$ cat config.mk
export PLATFORM = sky130hd
export DESIGN_NAME = lkvc_stats
export DESIGN_NICKNAME = d
export VERILOG_FILES = /design/src/lkvc_pkg.sv /design/src/lkvc_stats.sv
export SDC_FILE = /design/constraint.sdc
export NUM_CORES = 1
export LEC_CHECK = 0
export ABC_CLOCK_PERIOD_IN_PS = 3100
export BUFFER_PORTS_ARGS = -buffer_cell sky130_fd_sc_hd__buf_2
export CORE_ASPECT_RATIO = 2
export CORE_MARGIN = 2
export CORE_UTILIZATION = 52
export CTS_CLUSTER_SIZE = 25
export DETAILED_ROUTE_END_ITERATION = 7
export PLACE_DENSITY = 0.72
export REMOVE_ABC_BUFFERS = 1
export SLEW_MARGIN = 20
export SYNTH_ARGS = -nofsm -noshare
export SYNTH_HDL_FRONTEND = slang
export SYNTH_SLANG_ARGS = --single-unit
$ cat constraint.sdc
create_clock -name clk -period 3.1 [get_ports clk]
set_clock_uncertainty 0.2 [all_clocks]
set_input_delay 0.31 -clock clk [delete_from_list [all_inputs] [get_ports clk]]
set_output_delay 0.31 -clock clk [all_outputs]
set_load 0.01 [all_outputs]
$ cat src/lkvc_pkg.sv
// ---------------------------------------------------------------------------
// lkvc_pkg
// Shared constants and types for the LRU key/value cache.
// ---------------------------------------------------------------------------
package lkvc_pkg;

    localparam int CAPACITY    = 64;
    localparam int IDX_W       = $clog2(CAPACITY);
    localparam int OCC_W       = $clog2(CAPACITY + 1);
    localparam int KEY_W       = 64;
    localparam int NS_W        = 8;
    localparam int ID_W        = 56;
    localparam int HANDLE_BITS = 32;
    localparam int DATA_W      = 32;
    localparam int CNT_W       = 32;

    localparam logic [DATA_W-1:0] HANDLE_MASK = DATA_W'((64'd1 << HANDLE_BITS) - 64'd1);

    typedef enum logic [1:0] {
        REQ_GET   = 2'd0,
        REQ_PUT   = 2'd1,
        REQ_INVAL = 2'd2,
        REQ_STATS = 2'd3
    } req_t;

    typedef enum logic [1:0] {
        ST_IDLE,
        ST_SEARCH,
        ST_UPDATE,
        ST_FIN
    } state_t;

    // Counter bank control
    typedef struct packed {
        logic hit_inc;
        logic miss_inc;
        logic evict_inc;
        logic clear;
    } stat_ctl_t;

endpackage

$ cat src/lkvc_stats.sv
// ---------------------------------------------------------------------------
// lkvc_stats
// Saturating hit, miss and eviction counters with a clear.
// ---------------------------------------------------------------------------
module lkvc_stats
    import lkvc_pkg::*;
(
    input  logic             clk,
    input  logic             rst_n,
    input  stat_ctl_t        ctl,
    output logic [CNT_W-1:0] hit_count,
    output logic [CNT_W-1:0] miss_count,
    output logic [CNT_W-1:0] eviction_count
);

    logic [CNT_W-1:0] hit_reg,  hit_next;
    logic [CNT_W-1:0] miss_reg, miss_next;
    logic [CNT_W-1:0] ev_reg,   ev_next;

    function automatic logic [CNT_W-1:0] sat_inc(input logic [CNT_W-1:0] v);
        sat_inc = (v == '1) ? v : v + CNT_W'(1);
    endfunction

    always_comb
    begin
        hit_next  = hit_reg;
        miss_next = miss_reg;
        ev_next   = ev_reg;
        if (ctl.clear)
        begin
            hit_next  = '0;
            miss_next = '0;
            ev_next   = '0;
        end
        else
        begin
            if (ctl.hit_inc)   hit_next  = sat_inc(hit_reg);
            if (ctl.miss_inc)  miss_next = sat_inc(miss_reg);
            if (ctl.evict_inc) ev_next   = sat_inc(ev_reg);
        end
    end

    always_ff @(posedge clk or negedge rst_n)
    begin
        if (!rst_n)
        begin
            hit_reg  <= '0;
            miss_reg <= '0;
            ev_reg   <= '0;
        end
        else
        begin
            hit_reg  <= hit_next;
            miss_reg <= miss_next;
            ev_reg   <= ev_next;
        end
    end

    assign hit_count      = hit_reg;
    assign miss_count     = miss_reg;
    assign eviction_count = ev_reg;

endmodule

==> flow_metrics.env, run 1 <==
export IMPL_seq_area_frac_synth_pct=43.8
export IMPL_grt_pass1_vias=5007
export IMPL_cts_buffer_depth=2
export IMPL_crit_type="reg -> reg"
export IMPL_pre_cts_ws_ns=0.532
export IMPL_p_leak_nw=2.72
export IMPL_synth_area_leaders="dfrtp_1 (44%), xnor2_1 (4.5%), a21oi_1 (4.2%)"
export IMPL_period_share_pct=83.6
export IMPL_critPathLaunchType="flop"
export IMPL_n_antenna_cell=0
export IMPL_path_cells="ha_1, nand3_1, nor4_1, o211ai_1, or4_1, a21oi_1"
export IMPL_dieArea_mm2=0.0114
export IMPL_rsz0062_at_grt="false"
export IMPL_vias=5088
export IMPL_initial_core_util_pct=52.7
export IMPL_cts_tree="done"
export IMPL_firstDrtPassIters=7
export IMPL_status="completed"
export IMPL_grt_overflow=0
export IMPL_ys_ff_latch=96
export IMPL_num_rows=53
export IMPL_wl_per_cell_um=16.9
export IMPL_layoutNonFillerInstCount=833
export IMPL_port_buffers=101
export IMPL_tns_ns=0
export IMPL_gp_congestion=0.897
export IMPL_design_power_total_mw=2.49
export IMPL_syn_area_per_cell_um2=9.16
export IMPL_final_area_mm2=0.00642
export IMPL_setup_viol=0
export IMPL_design_portCount=102
export IMPL_power_density_mw_per_mm2=387
export IMPL_synth_top_area_share_pct=43.8
export IMPL_seq_area_mm2=0.00240
export IMPL_drt_iter0_markers=405
export IMPL_die_h_um=149
export IMPL_postRouteAntennaNets=0
export IMPL_synth_area_mm2=0.00549
export IMPL_yosysMostFrequentCell="dfrtp_1"
export IMPL_fin_ws_ns=0.509
export IMPL_path_clk_slew_ns=0.06
export IMPL_ir_worst_vdd_mv=0.296
export IMPL_worst_pin_slew_ns=0.766
export IMPL_synthFlopType="dfrtp_1"
export IMPL_clk_latency_ns=0.35
export IMPL_drv_slew=0
export IMPL_grt_max_degree=78
export IMPL_track_usage_pct=25.6
export IMPL_syn_to_final_growth_pct=17.0
export IMPL_wirelength_um=14100
export IMPL_cap_violations=0
export IMPL_multi_input_area_mm2=0.00291
export IMPL_ys_async_sr_fraction_pct=100
export IMPL_nFillCells=918
export IMPL_h_tree_depth=3
export IMPL_fin_crit_ns=2.59
export IMPL_numCtsBuffers=9
export IMPL_place_area_mm2=0.00612
export IMPL_required_ns=3.16
export IMPL_cts_root_buf="clkbuf_16"
export IMPL_worst_hold_path_type="in -> reg"
export IMPL_die_w_um=76.6
export IMPL_synth_edf_count=0
export IMPL_vias_per_cell=6.11
export IMPL_synth_top_area_cell="dfrtp_1"
export IMPL_grt_pass1_wl_um=23500
export IMPL_drcViolationCount=0
export IMPL_crit_slowest_cell="or4_1"
export IMPL_dp_hpwl_um=10300
export IMPL_hold_viol_final=0
export IMPL_placed_cells=817
export IMPL_antenna_found_initial=0
export IMPL_cpPeakStageDelay_ns=0.57
export IMPL_slew_limit_headroom_pct=48.9
export IMPL_worstPathMaxFanout=11
export IMPL_end_kind="flop"
export IMPL_drive_gt1_share_pct=22.3
export IMPL_arrival_ns=2.65
export IMPL_syn_inst=599
export IMPL_nets=701
export IMPL_ys_types=53
export IMPL_numClockSinks=96
export IMPL_ys_warn_count=0
export IMPL_holdWs_ns=0.176
export IMPL_fin_util_pct=61.7
export IMPL_yosys_top_cells_count="dfrtp_1 (96), nor2_1 (61), a21oi_1 (46)"
export IMPL_max_freq_ghz=0.386
export IMPL_design_core_area_mm2=0.0104
==> registers in the layout (all words and copies together) (netlist names) <==
register        flops
eviction_count     32
hit_count          32
miss_count         32
==> worst paths after layout <==
kind	from	end	slack [ns]	cells past startpoint
max	hit_count[0]$_DFFE_PN0P_	hit_count[28]$_DFFE_PN0P_	0.51	6
min	ctl[2]	miss_count[15]$_DFFE_PN0P_	0.18	3
max reg2reg	hit_count[0]$_DFFE_PN0P_	hit_count[28]$_DFFE_PN0P_	0.51	6
min reg2reg	miss_count[6]$_DFFE_PN0P_	miss_count[6]$_DFFE_PN0P_	0.37	2
max in group asynchronous	rst_n	hit_count[9]$_DFFE_PN0P_	1.67	3
min in group asynchronous	rst_n	eviction_count[10]$_DFFE_PN0P_	0.32	2
==> layout make-up <==
| class | instances | area share, % |
|---|---|---|
| Sequential cell | 96 | 37.4 |
| Timing Repair Buffer | 110 | 9.24 |
| Inverter | 15 | 0.877 |
| Clock inverter | 3 | 0.663 |
| Tap cell | 137 | 2.67 |
| Multi-Input combinational cell | 460 | 45.3 |
| Clock buffer | 12 | 3.84 |
==> where the power goes <==
part,switching [mW],internal (mW),total (mW)
clock network,0.465,0.642,1.11
registers,0.0114,1.26,1.27
logic,0.0762,0.0301,0.106
==> layout by cell type (no fill, tap or decap), drive strengths merged, types with 15 or more instances in the layout <==
master and count:
inv 15, dfrtp 96, nor2 61, nand2 37, o21ai 20, or3 24
xnor2 28, o31ai 22, buf 109, nor4 17, nand4 26, a21oi 46
or4 23, nand3 43
==> cell families (layout without fill, tap and decap cells) <==
kind of cell	after synthesis	in the layout	synth area share (%)
AO/OA/AOI/OAI	119	119	14.4
XOR/XNOR	34	34	5.43
adder cells (fa/ha/maj)	3	3	0.684
buffers and inverters	43	140	3.24
flip-flops	96	96	43.8
multiplexers	14	14	2.81
AND/OR/NAND/NOR	290	290	29.7
==> metal layers <==
metal	track usage, %	up-vias	share of wire (%)
li1	-	2408	-
met1	27.8	2481	37
met2	46.6	156	55
met3	5.15	43	4.0
met4	13.4	0	3.8
met5	0	-	0
==> worst max-delay path, delay by kind of cell (launching register included) <==
kind,cells,cell delay (ns)
and+or+nand+nor,3,1.08
AOI/OAI and AO/OA,2,0.57
DFF,1,0.42
adders and majority gates,1,0.23
==> timing repair <==
item                      in CTS  in global routing
gates resized for setup        0                  0
hold buffers                   1                  0
hold endpoints to repair      49                  0
buffers inserted               0                  0
Note: power is estimated with default switching activity, not from simulation.
==> run 2: changes to the inputs <==
--- a/config.mk
+++ b/config.mk
@@ -5,14 +5,14 @@
 export SDC_FILE = /design/constraint.sdc
 export NUM_CORES = 1
 export LEC_CHECK = 0
-export ABC_CLOCK_PERIOD_IN_PS = 3100
+export ABC_CLOCK_PERIOD_IN_PS = 2200
 export BUFFER_PORTS_ARGS = -buffer_cell sky130_fd_sc_hd__buf_2
 export CORE_ASPECT_RATIO = 2
 export CORE_MARGIN = 2
-export CORE_UTILIZATION = 52
+export CORE_UTILIZATION = 51
 export CTS_CLUSTER_SIZE = 25
 export DETAILED_ROUTE_END_ITERATION = 7
-export PLACE_DENSITY = 0.72
+export PLACE_DENSITY = 0.74
 export REMOVE_ABC_BUFFERS = 1
 export SLEW_MARGIN = 20
 export SYNTH_ARGS = -nofsm -noshare
==> constraint.sdc (replaced) <==
create_clock -name clk -period 2.2 [get_ports clk]
set_clock_uncertainty 0.2 [all_clocks]
set_input_delay 0.22 -clock clk [delete_from_list [all_inputs] [get_ports clk]]
set_output_delay 0.22 -clock clk [all_outputs]
set_load 0.01 [all_outputs]
==> flow_metrics.env, run 2 (synthesis gave the netlist of run 1 again) <==
export IMPL_path_clk_slew_ns=0.07
export IMPL_cap_violations=0
export IMPL_postRouteAntennaNets=0
export IMPL_nets=863
export IMPL_cts_buffer_depth=2
export IMPL_syn_to_final_growth_pct=47.1
export IMPL_period_share_pct=109
export IMPL_drcViolationCount=0
export IMPL_drt_iter0_markers=441
export IMPL_crit_type="reg -> reg"
export IMPL_track_usage_pct=30.9
export IMPL_slew_limit_headroom_pct=65.1
export IMPL_grt_max_degree=49
export IMPL_dieArea_mm2=0.0117
export IMPL_placed_cells=957
export IMPL_drv_slew=0
export IMPL_die_h_um=151
export IMPL_grt_pass1_wl_um=28800
export IMPL_numCtsBuffers=9
export IMPL_worst_hold_path_type="in -> reg"
export IMPL_power_density_mw_per_mm2=461
export IMPL_nFillCells=695
export IMPL_gp_congestion=0.983
export IMPL_initial_core_util_pct=52.4
export IMPL_status="finished, violations left"
export IMPL_wirelength_um=19000
export IMPL_pre_cts_ws_ns=-0.0801
export IMPL_arrival_ns=2.42
export IMPL_design_core_area_mm2=0.0105
export IMPL_numClockSinks=96
export IMPL_vias=6170
export IMPL_holdWs_ns=0.0835
export IMPL_firstDrtPassIters=7
export IMPL_grt_overflow=0
export IMPL_antenna_found_initial=0
export IMPL_num_rows=53
export IMPL_n_antenna_cell=0
export IMPL_layout_common_cells="buf_4 (155), buf_2 (100), dfrtp_1 (95)"
export IMPL_hold_start="ctl[0]"
export IMPL_worst_pin_slew_ns=0.517
export IMPL_end_kind="flop"
export IMPL_design_portCount=102
export IMPL_drive_gt1_share_pct=43.4
export IMPL_layout_commonest_cell="buf_4"
export IMPL_fin_util_pct=77.0
export IMPL_port_buffers=101
export IMPL_wl_per_cell_um=19.1
export IMPL_required_ns=2.23
export IMPL_cts_tree="done"
export IMPL_setup_viol=16
export IMPL_layoutNonFillerInstCount=996
export IMPL_fin_ws_ns=-0.187
export IMPL_die_w_um=77.3
export IMPL_cts_root_buf="clkbuf_16"
export IMPL_clk_latency_ns=0.35
export IMPL_p_leak_nw=3.66
export IMPL_rsz0062_at_grt="true"
export IMPL_grt_pass1_vias=6254
export IMPL_critPathLaunchType="flop"
export IMPL_dp_hpwl_um=12900
export IMPL_worstPathMaxFanout=12
export IMPL_h_tree_depth=3
export IMPL_fin_crit_ns=2.39
export IMPL_critPathLaunch="eviction_count[5]$_DFFE_PN0P_"
export IMPL_max_freq_ghz=0.419
export IMPL_ir_worst_vdd_mv=0.527
export IMPL_r2r_start="eviction_count[5]$_DFFE_PN0P_"
export IMPL_violations="setup timing"
export IMPL_hold_viol_final=0
export IMPL_vias_per_cell=6.19
==> run 2: cell count changes in the layout (fill, tap and decap cells not counted), sizes merged <==
cell | previous run | this run
buf | 109 | 271
clkbuf | 12 | 11
bufinv | 1 | 2
clkinvlp | 1 | 2
==> run 2: power breakdown <==
group	switching (mW)	internal, mW	leakage (nW)
combinational	0.134	0.0770	2.17
clock	0.698	1.03	0.152
sequential	0.0108	1.78	1.34
total	0.843	2.88	3.66
==> run 2: final timing paths <==
path | end | slack [ns] | depth (start not counted)
max in group asynchronous | hit_count[9]$_DFFE_PN0P_ | 0.95 | 3
setup reg to reg | eviction_count[5]$_DFFE_PN0P_ | -0.19 | 7
hold reg to reg | hit_count[31]$_DFFE_PN0P_ | 0.39 | 2
min in group asynchronous | hit_count[21]$_DFFE_PN0P_ | 0.18 | 2
setup / recovery | eviction_count[5]$_DFFE_PN0P_ | -0.19 | 7
hold / removal | eviction_count[26]$_DFFE_PN0P_ | 0.08 | 2
==> run 2: stage by stage <==
stage / power (mW) / setup TNS, ns / area (µm²)
6_report: 3.72 / -1.30 / 8070
5_1_grt: 3.82 / -3.48 / 8070
4_1_cts: 3.72 / -0.0548 / 7660
3_5_place_dp: 2.02 / -0.987 / 7200
3_3_place_gp: 2.01 / -0.146 / 7200
2_1_floorplan: 1.87 / -5.79 / 5370
==> run 2: critical path, cell delays in order (launching register included) <==
cell	delay [ns]
dfrtp_1	0.41
buf_6	0.15
and4_4	0.26
nand4_1	0.26
o31ai_4	0.41
buf_6	0.20
o21ai_0	0.12
a21oi_1	0.27
==> run 2: repair_timing <==
action	in CTS	in global routing
endpoints found under the setup margin	40	60
gates resized for setup	21	66
gates cloned	0	1
buffers inserted	6	15
hold endpoints to repair	33	0
hold buffers	1	0
pin swaps	9	23
==> run 2: area by class of cell <==
cell class / count / area (µm²) / area share (%)
inverter: 15 / 56.3 / 0.697
tap: 137 / 171 / 2.12
clock inverter: 5 / 80.1 / 0.992
multi-input combinational: 460 / 3240 / 40.1
timing repair buffer: 272 / 1880 / 23.3
clock buffer: 11 / 243 / 3.01
sequential: 96 / 2400 / 29.8
==> run 2: layer usage <==
metal / up-vias / track usage [%] / wire length [µm]
li1: 2738 / - / -
met4: 0 / 20.2 / 1260
met2: 309 / 59.1 / 10500
met5: - / 0 / 0
met3: 104 / 3.90 / 964
met1: 3019 / 30.4 / 6280
